`config.mk`:
```
export PLATFORM = sky130hd
export DESIGN_NAME = hash_table_linear_probe_top_flat
export DESIGN_NICKNAME = d
export VERILOG_FILES = /design/src/rtl/htlp_pkg.sv /design/src/rtl/htlp_req_if.sv /design/src/rtl/htlp_rsp_if.sv /design/src/rtl/htlp_cell.sv /design/src/rtl/htlp_ctrl.sv /design/src/rtl/hash_table_linear_probe_top.sv /design/src/flat_wrapper.sv
export SDC_FILE = /design/constraint.sdc
export NUM_CORES = 2
export LEC_CHECK = 0
export ABC_AREA = 1
export BUFFER_PORTS_ARGS = -buffer_cell sky130_fd_sc_hd__buf_2
export CAP_MARGIN = 10
export CORE_ASPECT_RATIO = 0.8
export CORE_MARGIN = 5
export CORE_UTILIZATION = 45
export CTS_CLUSTER_SIZE = 28
export DETAILED_ROUTE_END_ITERATION = 6
export SLEW_MARGIN = 40
export SYNTH_ARGS = -nofsm -noshare
export SYNTH_HDL_FRONTEND = slang
export SYNTH_HIERARCHICAL = 1
export SYNTH_SLANG_ARGS = --single-unit
```
`constraint.sdc`:
```
create_clock -name clock -period 6.1 [get_ports clock]
set_clock_uncertainty 0.1 [all_clocks]
set_input_delay 1.22 -clock clock [delete_from_list [all_inputs] [get_ports clock]]
set_output_delay 1.22 -clock clock [all_outputs]
set_load 0.02 [all_outputs]
```
`src/rtl/htlp_pkg.sv`:
```
// ---------------------------------------------------------------------------
// Hash table package
// Sizes, codes, token type and hash helpers for the linear probing table.
// ---------------------------------------------------------------------------
package htlp_pkg;

   // SLOTS must be a power of two so that the modulo hash is a mask.
   localparam int SLOTS      = 16;
   localparam int SLOT_W     = $clog2(SLOTS);
   localparam int KEY_W      = 31;
   localparam int SLOT_OUT_W = 6;

   localparam logic OP_INSERT = 1'b0;
   localparam logic OP_SEARCH = 1'b1;

   localparam logic MODE_MODULO = 1'b0;

   typedef enum logic [1:0] {
      ST_INSERTED = 2'd0,
      ST_FULL     = 2'd1,
      ST_FOUND    = 2'd2,
      ST_ABSENT   = 2'd3
   } status_type;

   typedef enum logic [1:0] {
      S_IDLE,
      S_HASH,
      S_PROBE,
      S_FLUSH
   } state_type;

   typedef struct packed {
      logic             valid;
      logic             op;
      logic [KEY_W-1:0] key;
   } token_type;

   // Since 16 is one more than a multiple of five, the key modulo five
   // equals the sum of its hex digits modulo five.
   function automatic logic [2:0] key_mod5(input logic [KEY_W-1:0] key);
      logic [31:0] key_x;
      logic [6:0]  sum;
      logic [4:0]  fold;
      logic [4:0]  rem;
      key_x = {1'b0, key};
      sum   = '0;
      for (int n = 0; n < 8; n++) begin
         sum = sum + 7'(key_x[4*n +: 4]);
      end
      fold = 5'(sum[6:4]) + 5'(sum[3:0]);
      priority if (fold >= 5'd20) begin
         rem = fold - 5'd20;
      end else if (fold >= 5'd15) begin
         rem = fold - 5'd15;
      end else if (fold >= 5'd10) begin
         rem = fold - 5'd10;
      end else if (fold >= 5'd5) begin
         rem = fold - 5'd5;
      end else begin
         rem = fold;
      end
      return rem[2:0];
   endfunction

   function automatic logic [SLOT_W-1:0] mul_home(input logic [2:0] rem);
      logic [SLOT_W-1:0] home;
      unique case (rem)
         3'd1:    home = SLOT_W'((SLOTS * 1) / 5);
         3'd2:    home = SLOT_W'((SLOTS * 2) / 5);
         3'd3:    home = SLOT_W'((SLOTS * 3) / 5);
         3'd4:    home = SLOT_W'((SLOTS * 4) / 5);
         default: home = '0;
      endcase
      return home;
   endfunction

endpackage

```
`src/rtl/htlp_req_if.sv`:
```
// ---------------------------------------------------------------------------
// Hash table request interface
// Valid/ready channel that carries one operation word.
// ---------------------------------------------------------------------------
interface htlp_req_if
   import htlp_pkg::*;
   ();
   logic             valid;
   logic             ready;
   logic             opcode;
   logic [KEY_W-1:0] key;

   modport source (output valid, output opcode, output key, input ready);
   modport sink   (input valid, input opcode, input key, output ready);
endinterface

```
`src/rtl/htlp_rsp_if.sv`:
```
// ---------------------------------------------------------------------------
// Hash table response interface
// Valid/ready channel that carries one result word.
// ---------------------------------------------------------------------------
interface htlp_rsp_if
   import htlp_pkg::*;
   ();
   logic                  valid;
   logic                  ready;
   logic [1:0]            status;
   logic [SLOT_OUT_W-1:0] slot;

   modport source (output valid, output status, output slot, input ready);
   modport sink   (input valid, input status, input slot, output ready);
endinterface

```
`src/rtl/htlp_cell.sv`:
```
// ---------------------------------------------------------------------------
// Hash table cell
// One slot of the table; tests a passing probe and hands it to the next slot.
// ---------------------------------------------------------------------------
module htlp_cell
   import htlp_pkg::*;
(
   input  logic      clock,
   input  logic      reset,
   input  token_type tok_in,
   output token_type tok_out,
   output logic      hit
);

   logic [KEY_W-1:0] entry_ff;
   logic [KEY_W-1:0] entry_in;
   token_type        tok_ff;
   logic             match;

   always_comb begin
      match    = (tok_ff.op == OP_INSERT) ? (entry_ff == '0) : (entry_ff == tok_ff.key);
      hit      = tok_ff.valid && match;
      tok_out  = tok_ff;
      tok_out.valid = tok_ff.valid && !match;
      entry_in = (hit && tok_ff.op == OP_INSERT) ? tok_ff.key : entry_ff;
   end

   always_ff @(posedge clock) begin
      if (reset) begin
         entry_ff <= '0;
         tok_ff   <= '0;
      end else begin
         entry_ff <= entry_in;
         tok_ff   <= tok_in;
      end
   end

endmodule

```
`src/rtl/htlp_ctrl.sv`:
```
// ---------------------------------------------------------------------------
// Hash table controller
// Takes requests, computes the home slot, launches the probe and returns
// the result through an output register.
// ---------------------------------------------------------------------------
module htlp_ctrl
   import htlp_pkg::*;
(
   input  logic              clock,
   input  logic              reset,
   input  logic              csr_we,
   input  logic              csr_wdata,
   htlp_req_if.sink          req,
   htlp_rsp_if.source        rsp,
   output token_type         inj_tok,
   output logic [SLOT_W-1:0] inj_home,
   input  logic [SLOTS-1:0]  hit_vec,
   input  logic              miss
);

   state_type             state_ff;
   state_type             state_in;
   logic                  op_ff;
   logic [KEY_W-1:0]      key_ff;
   logic                  mode_ff;
   status_type            res_status_ff;
   status_type            res_status_in;
   logic [SLOT_W-1:0]     res_slot_ff;
   logic [SLOT_W-1:0]     res_slot_in;
   logic                  rsp_valid_ff;
   status_type            rsp_status_ff;
   logic [SLOT_OUT_W-1:0] rsp_slot_ff;
   logic                  any_hit;
   logic [SLOT_W-1:0]     hit_slot;
   logic                  accept;
   logic                  rsp_load;
   logic                  probe_done;

   always_comb begin
      hit_slot = '0;
      for (int i = 0; i < SLOTS; i++) begin
         if (hit_vec[i]) begin
            hit_slot = hit_slot | SLOT_W'(i);
         end
      end
      any_hit = |hit_vec;
   end

   always_comb begin
      state_in = state_ff;
      unique case (state_ff)
         S_IDLE: begin
            if (req.valid) begin
               state_in = S_HASH;
            end
         end
         S_HASH: begin
            state_in = S_PROBE;
         end
         S_PROBE: begin
            if (any_hit || miss) begin
               state_in = S_FLUSH;
            end
         end
         S_FLUSH: begin
            if (!rsp_valid_ff || rsp.ready) begin
               state_in = S_IDLE;
            end
         end
         default: state_in = S_IDLE;
      endcase
   end

   always_comb begin
      req.ready     = (state_ff == S_IDLE);
      accept        = req.valid && req.ready;
      probe_done    = (state_ff == S_PROBE) && (any_hit || miss);
      rsp_load      = (state_ff == S_FLUSH) && (!rsp_valid_ff || rsp.ready);
      inj_tok.valid = (state_ff == S_HASH);
      inj_tok.op    = op_ff;
      inj_tok.key   = key_ff;
      inj_home      = (mode_ff == MODE_MODULO) ? key_ff[SLOT_W-1:0]
                                               : mul_home(key_mod5(key_ff));
      if (op_ff == OP_INSERT) begin
         res_status_in = any_hit ? ST_INSERTED : ST_FULL;
      end else begin
         res_status_in = any_hit ? ST_FOUND : ST_ABSENT;
      end
      res_slot_in = any_hit ? hit_slot : '0;
      rsp.valid   = rsp_valid_ff;
      rsp.status  = rsp_status_ff;
      rsp.slot    = rsp_slot_ff;
   end

   always_ff @(posedge clock) begin
      if (reset) begin
         state_ff     <= S_IDLE;
         mode_ff      <= MODE_MODULO;
         rsp_valid_ff <= 1'b0;
      end else begin
         state_ff <= state_in;
         if (csr_we) begin
            mode_ff <= csr_wdata;
         end
         if (rsp_load) begin
            rsp_valid_ff <= 1'b1;
         end else if (rsp.ready) begin
            rsp_valid_ff <= 1'b0;
         end
      end
   end

   always_ff @(posedge clock) begin
      if (accept) begin
         op_ff  <= req.opcode;
         key_ff <= req.key;
      end
      if (probe_done) begin
         res_status_ff <= res_status_in;
         res_slot_ff   <= res_slot_in;
      end
      if (rsp_load) begin
         rsp_status_ff <= res_status_ff;
         rsp_slot_ff   <= SLOT_OUT_W'(res_slot_ff);
      end
   end

endmodule

```
`src/rtl/hash_table_linear_probe_top.sv`:
```
// ---------------------------------------------------------------------------
// Hash table with linear probing
// Open-addressing key table built as a row of slot cells.
// ---------------------------------------------------------------------------
// A request word on req_chan carries an opcode (insert or search) and a
// 31-bit key. Each request returns exactly one response word on rsp_chan
// with a status and a slot number. The csr port selects the hash: modulo
// the slot count, or the multiplicative hash with factor 0.2.
// After acceptance the controller computes the home slot in S_HASH, then
// a probe word walks up the row of cells one slot per cycle from home.
// A hit ends the walk, as does a probe that runs past the last slot; the
// result is registered in S_PROBE and moves to the output register on
// rsp_chan in S_FLUSH. The next request word is taken once the result
// has entered the output register, so only one probe is in the row at a
// time and the probe walk sets the length of each operation.
// Reset empties every slot, selects the modulo hash and drops any pending
// response. While rsp_chan is stalled the response word holds; the block
// still takes one new request and finishes its probe, then waits.
// ---------------------------------------------------------------------------
module hash_table_linear_probe_top
   import htlp_pkg::*;
(
   input  logic        clock,
   input  logic        reset,
   input  logic        csr_we,
   input  logic        csr_wdata,
   htlp_req_if.sink    req_chan,
   htlp_rsp_if.source  rsp_chan
);

   token_type         inj_tok;
   logic [SLOT_W-1:0] inj_home;
   logic [SLOTS-1:0]  hit_vec;
   token_type         tok_in  [SLOTS];
   token_type         tok_out [SLOTS];
   logic              miss;

   htlp_ctrl u_ctrl (
      .clock     (clock),
      .reset     (reset),
      .csr_we    (csr_we),
      .csr_wdata (csr_wdata),
      .req       (req_chan),
      .rsp       (rsp_chan),
      .inj_tok   (inj_tok),
      .inj_home  (inj_home),
      .hit_vec   (hit_vec),
      .miss      (miss)
   );

   for (genvar i = 0; i < SLOTS; i++) begin : g_cell
      if (i == 0) begin : g_first
         assign tok_in[i] = (inj_tok.valid && inj_home == SLOT_W'(i)) ? inj_tok : '0;
      end else begin : g_rest
         assign tok_in[i] = (inj_tok.valid && inj_home == SLOT_W'(i)) ? inj_tok
                                                                      : tok_out[i-1];
      end

      htlp_cell u_cell (
         .clock   (clock),
         .reset   (reset),
         .tok_in  (tok_in[i]),
         .tok_out (tok_out[i]),
         .hit     (hit_vec[i])
      );
   end

   assign miss = tok_out[SLOTS-1].valid;

endmodule

```
`src/flat_wrapper.sv`:
```
// flat-port wrapper written by rule: the top's interface ports become plain ports
module hash_table_linear_probe_top_flat import htlp_pkg::*;
  (clock, reset, csr_we, csr_wdata, req_chan_valid, req_chan_opcode, req_chan_key, req_chan_ready, rsp_chan_valid, rsp_chan_status, rsp_chan_slot, rsp_chan_ready);
  htlp_req_if req_chan_i ();
  htlp_rsp_if rsp_chan_i ();
  input  logic clock;
  input  logic reset;
  input  logic csr_we;
  input  logic csr_wdata;
  input wire logic [$bits(req_chan_i.valid)-1:0] req_chan_valid;
  input wire logic [$bits(req_chan_i.opcode)-1:0] req_chan_opcode;
  input wire logic [$bits(req_chan_i.key)-1:0] req_chan_key;
  output wire logic [$bits(req_chan_i.ready)-1:0] req_chan_ready;
  output wire logic [$bits(rsp_chan_i.valid)-1:0] rsp_chan_valid;
  output wire logic [$bits(rsp_chan_i.status)-1:0] rsp_chan_status;
  output wire logic [$bits(rsp_chan_i.slot)-1:0] rsp_chan_slot;
  input wire logic [$bits(rsp_chan_i.ready)-1:0] rsp_chan_ready;
  assign req_chan_i.valid = req_chan_valid;
  assign req_chan_i.opcode = req_chan_opcode;
  assign req_chan_i.key = req_chan_key;
  assign req_chan_ready = req_chan_i.ready;
  assign rsp_chan_valid = rsp_chan_i.valid;
  assign rsp_chan_status = rsp_chan_i.status;
  assign rsp_chan_slot = rsp_chan_i.slot;
  assign rsp_chan_i.ready = rsp_chan_ready;
  hash_table_linear_probe_top u_core (.clock(clock), .reset(reset), .csr_we(csr_we), .csr_wdata(csr_wdata), .req_chan(req_chan_i), .rsp_chan(rsp_chan_i));
endmodule
```
Word-level counts from Yosys, hierarchy flattened
Index checks and enable logic that the tools add are counted.

storage, ports and cells
  bits in registers = 1072
  input bits = 38
  output and inout port bits = 10

operators by class
  add/subtract/negate cells = 12
  order comparisons = 4
  equal/unequal tests = 41
  multiplexer cells = 61
  bitwise operators = 17
  reductions and logical operators = 108

operators by type and width
  operator                                                                              number
  31-bit equality test                                                                  16
  31-bit zero test                                                                      16
  33-bit two-way mux                                                                    15
  1-bit logical AND                                                                     67
  4-bit two-way mux                                                                     9
  4-bit equality test (second input constant)                                           8
  3-bit two-way mux                                                                     8
  7-bit by 4-bit adder with 7-bit output                                                3
  1-bit two-way mux                                                                     21
  1-bit zero test                                                                       17
  1-bit NOT                                                                             17
  4-bit by 3-bit equality test with 1-bit output (second input constant)                4
  4-bit case mux with 4 select lines                                                    1
  16-bit OR reduction                                                                   1
  2-bit two-way mux                                                                     6
  5-bit by 4-bit greater-or-equal comparator with 1-bit output (second input constant)  2
  3-bit subtractor (second input constant)                                              3
  4-bit by 2-bit equality test with 1-bit output (second input constant)                2
  2-bit case mux with 4 select lines                                                    1
  6-bit by 4-bit adder with 7-bit output                                                1
  7-bit by 3-bit adder with 7-bit output                                                1
  5-bit by 4-bit adder with 6-bit output                                                1
  3-bit by 2-bit equality test with 1-bit output (second input constant)                2
  2-bit inequality test (second input constant)                                         3
  16 further kinds                                                                      18

Depth between registers and ports, before layout
  word-level depth = 20
  gate-level depth with buffers = 41

By module
Netlist, hierarchy kept.

by module, submodules not included
  module                       instances  cells each  area each (um^2)
  htlp_cell                    16         481         3220.6
  hash_table_linear_probe_top  1          1889        7863.8
  htlp_ctrl                    1          301         3057.9

Least setup slack after synthesis
No wires, ideal clock.

  path kind = reg2reg
  from = reg u_core.u_ctrl.key_ff[14]
  to = reg u_core.g_cell[4].u_cell.tok_ff (netlist bit u_core/g_cell[4].u_cell/tok_out[10])
  arrival time = 6.222 ns
  setup slack = -0.350 ns
  stages on the path, launching flop included = 39
  buffers on the path = 1
  cells stage by stage = edfxtp_1 -> inv_1 -> fa_1 -> inv_1 -> fa_1 -> fa_1 -> fa_1 -> ha_1 -> inv_1 -> fa_1 -> xnor2_1 -> ha_1 -> fa_1 -> inv_1 -> nand2_1 -> nand2_4 -> inv_1 -> ha_1 -> [... 3 more ...] -> nand2_2 -> nand3_1 -> nand2_1 -> nand3_1 -> nand2_2 -> nor2_2 -> nand2_1 -> nand2_1 -> nand2_1 -> nand2_1 -> inv_1 -> nor2_2 -> nand3_1 -> clkbuf_1 -> nand2_1 -> nand2_1 -> inv_1 -> nor2_1

RTL lines
  what                      line              text
  start: declaration        htlp_ctrl.sv:24   logic [KEY_W-1:0] key_ff;
  start signal: assignment  htlp_ctrl.sv:116  key_ff <= req.key;
  end signal: assignment    htlp_cell.sv:34   tok_ff <= tok_in;
  end: declaration          htlp_cell.sv:17   token_type tok_ff;

==> reports/metrics.yaml <==
crit_arrival_ps: 7430
htree_levels: 3
die_h_um: 343
min_from: "u_core/u_ctrl/res_slot_ff[0]"
routabilityCongestion: 0.904
crit_required_ps: 6670
antenna_found_initial: 6
dieArea_um2: 146000
via_per_inst: 4.95
ios: 48
synth_area_um2: 62200
dpl.hpwl_um: 127000
ctsHoldBuffers: 0
fmax_mhz: 146
critPathSlowestCell: "fa_1"
num_rows: 122
initial_core_util: 0.451
post_drt_wl_per_cell_um: 17.6
max_stage_delay_ps: 580
clk_pin_slew_ps: 70
hold_class: "flop to flop"
outcome: "finished, violations left"
cts_buffer_depth: 3
grt_pass1_wl_um: 289000
critPathLaunchType: "flop"
portBuffers: 45
clock_sinks: 1072
startpoint: "u_core/u_ctrl/key_ff[10]"
yosysWarningCount: 6
clockRootBuffer: "clkbuf_16"
finalHoldViolCount: 0
finalSetupViolations: 528
dp.cells: 10923
remaining_drc_errors: 0
final_cells: 11221
drt-pass1-iter-count: 6
syn_inst: 9854
synth.avg_cell_area_um2: 6.31
tightest_slew_ps: 846
setup_slack_ps: -765
die_w_um: 426
num_vias: 55564
timing.hold.ws_ps: 318
crit_top_cell: "nand2_1"
r2r_start: "u_core/u_ctrl/key_ff[10]"
endpoint_kind: "flop"
slew_headroom: 0.436
drv_cap: 0
crit_type: "flop to flop"
wl_um: 197000
violations: "negative setup slack"
fin_crit_ps: 6860
drtIter0Drc: 6073
slew_violations: 0
rsz0062_at_grt: "yes"
finalCritPeriodShare: 1.13
track_usage: 0.254
grt_overflow: 0
final_antenna_net_count: 0
clock_latency_ps: 750
grt_pass1_vias: 48230
fin_nets: 9342
cts_tree: "yes"
grt_max_degree: 71
core_area_um2: 138000
area_growth_syn_to_layout_pct: 7.28
final.setup.tns_ps: -335930
drive_gt1_frac: 0.0914
path_max_fanout: 5
cts_buffers: 112
pre_cts_ws_ps: -667
## worst max-delay path: cells and delay by family, from the launching register on
family                     cells  cell delay [ps]
DFF                            1              360
xor gates and xnor gates       1              140
buffers and inverters         10              970
and+or+nand+nor               16             1500
AOI/OAI and AO/OA              1              130
adders and majority gates      9             3610
## final cells by class
cell class                 instances  area (um^2)
antenna                            4         10.0
clock buffer                     153         3210
clock inverter                    59          785
fill                           13989        71100
inverter                        1601         6040
multi-input combinational       6191        29000
sequential                      1072        21900
tap                             1860         2330
timing repair buffer             281         3470
## flip-flops by register name (all words and copies together), names as in the netlist
signal                         flops
u_core/u_ctrl/state_ff             2
u_core/u_ctrl/res_status_ff        2
u_core/u_ctrl/res_slot_ff          4
u_core/u_ctrl/op_ff                1
u_core/u_ctrl/key_ff              31
u_core/u_ctrl/mode_ff              1
u_core/u_ctrl/rsp.valid            1
u_core/u_ctrl/rsp.status           2
u_core/u_ctrl/rsp.slot             4
u_core/g_cell.u_cell/tok_out     512
u_core/g_cell.u_cell/entry_ff    496
u_core/g_cell.u_cell/tok_ff       16
## routing by layer
layer | GRT usage | routed length (um)
met5 | 0 | 13
met4 | 0.0707 | 5630
met3 | 0.0433 | 16900
met2 | 0.378 | 83100
met1 | 0.377 | 91500
## cell usage in the layout, fill, tap and decap left out, drive strengths merged, types with 3 or more instances in the layout
| master | n |
|---|---|
| or2 | 7 |
| nand2 | 3060 |
| clkinvlp | 11 |
| o21bai | 132 |
| a21oi | 540 |
| clkinv | 25 |
| xnor2 | 193 |
| nor4 | 3 |
| clkbuf | 181 |
| nand4 | 112 |
| bufinv | 15 |
| fa | 23 |
| edfxtp | 44 |
| buf | 253 |
| nor2 | 1513 |
| ha | 22 |
| inv | 1609 |
| nand3b | 192 |
| nand3 | 382 |
| diode | 4 |
| dfxtp | 1028 |
## per-stage QoR
step / utilization / cell area [um^2]
floorplan: - / 62700
global placement: 0.437 / 60200
detailed placement: 0.437 / 60200
CTS: 0.469 / 64600
global route: 0.484 / 66700
finish: 0.484 / 66700
## worst paths after layout
kind / end / slack [ps] / cells past startpoint
worst max-delay path: u_core/g_cell[15].u_cell/tok_out[29] / -760 / 37
worst min-delay path: u_core/u_ctrl/rsp.slot[0] / 320 / 0
worst max register to register: u_core/g_cell[15].u_cell/tok_out[29] / -760 / 37
worst min register to register: u_core/u_ctrl/rsp.slot[0] / 320 / 0
## timing repair
| action | CTS | global route |
|---|---|---|
| gates resized for setup | 32 | 302 |
| buffers inserted | 12 | 23 |
| setup endpoints to repair | 528 | 528 |
| pin swaps | 5 | 173 |
| cloned | 5 | 37 |
Power is left out: the tool's default activity adds up to more than one toggle a clock period on the data nets, which glitch-free logic cannot reach.
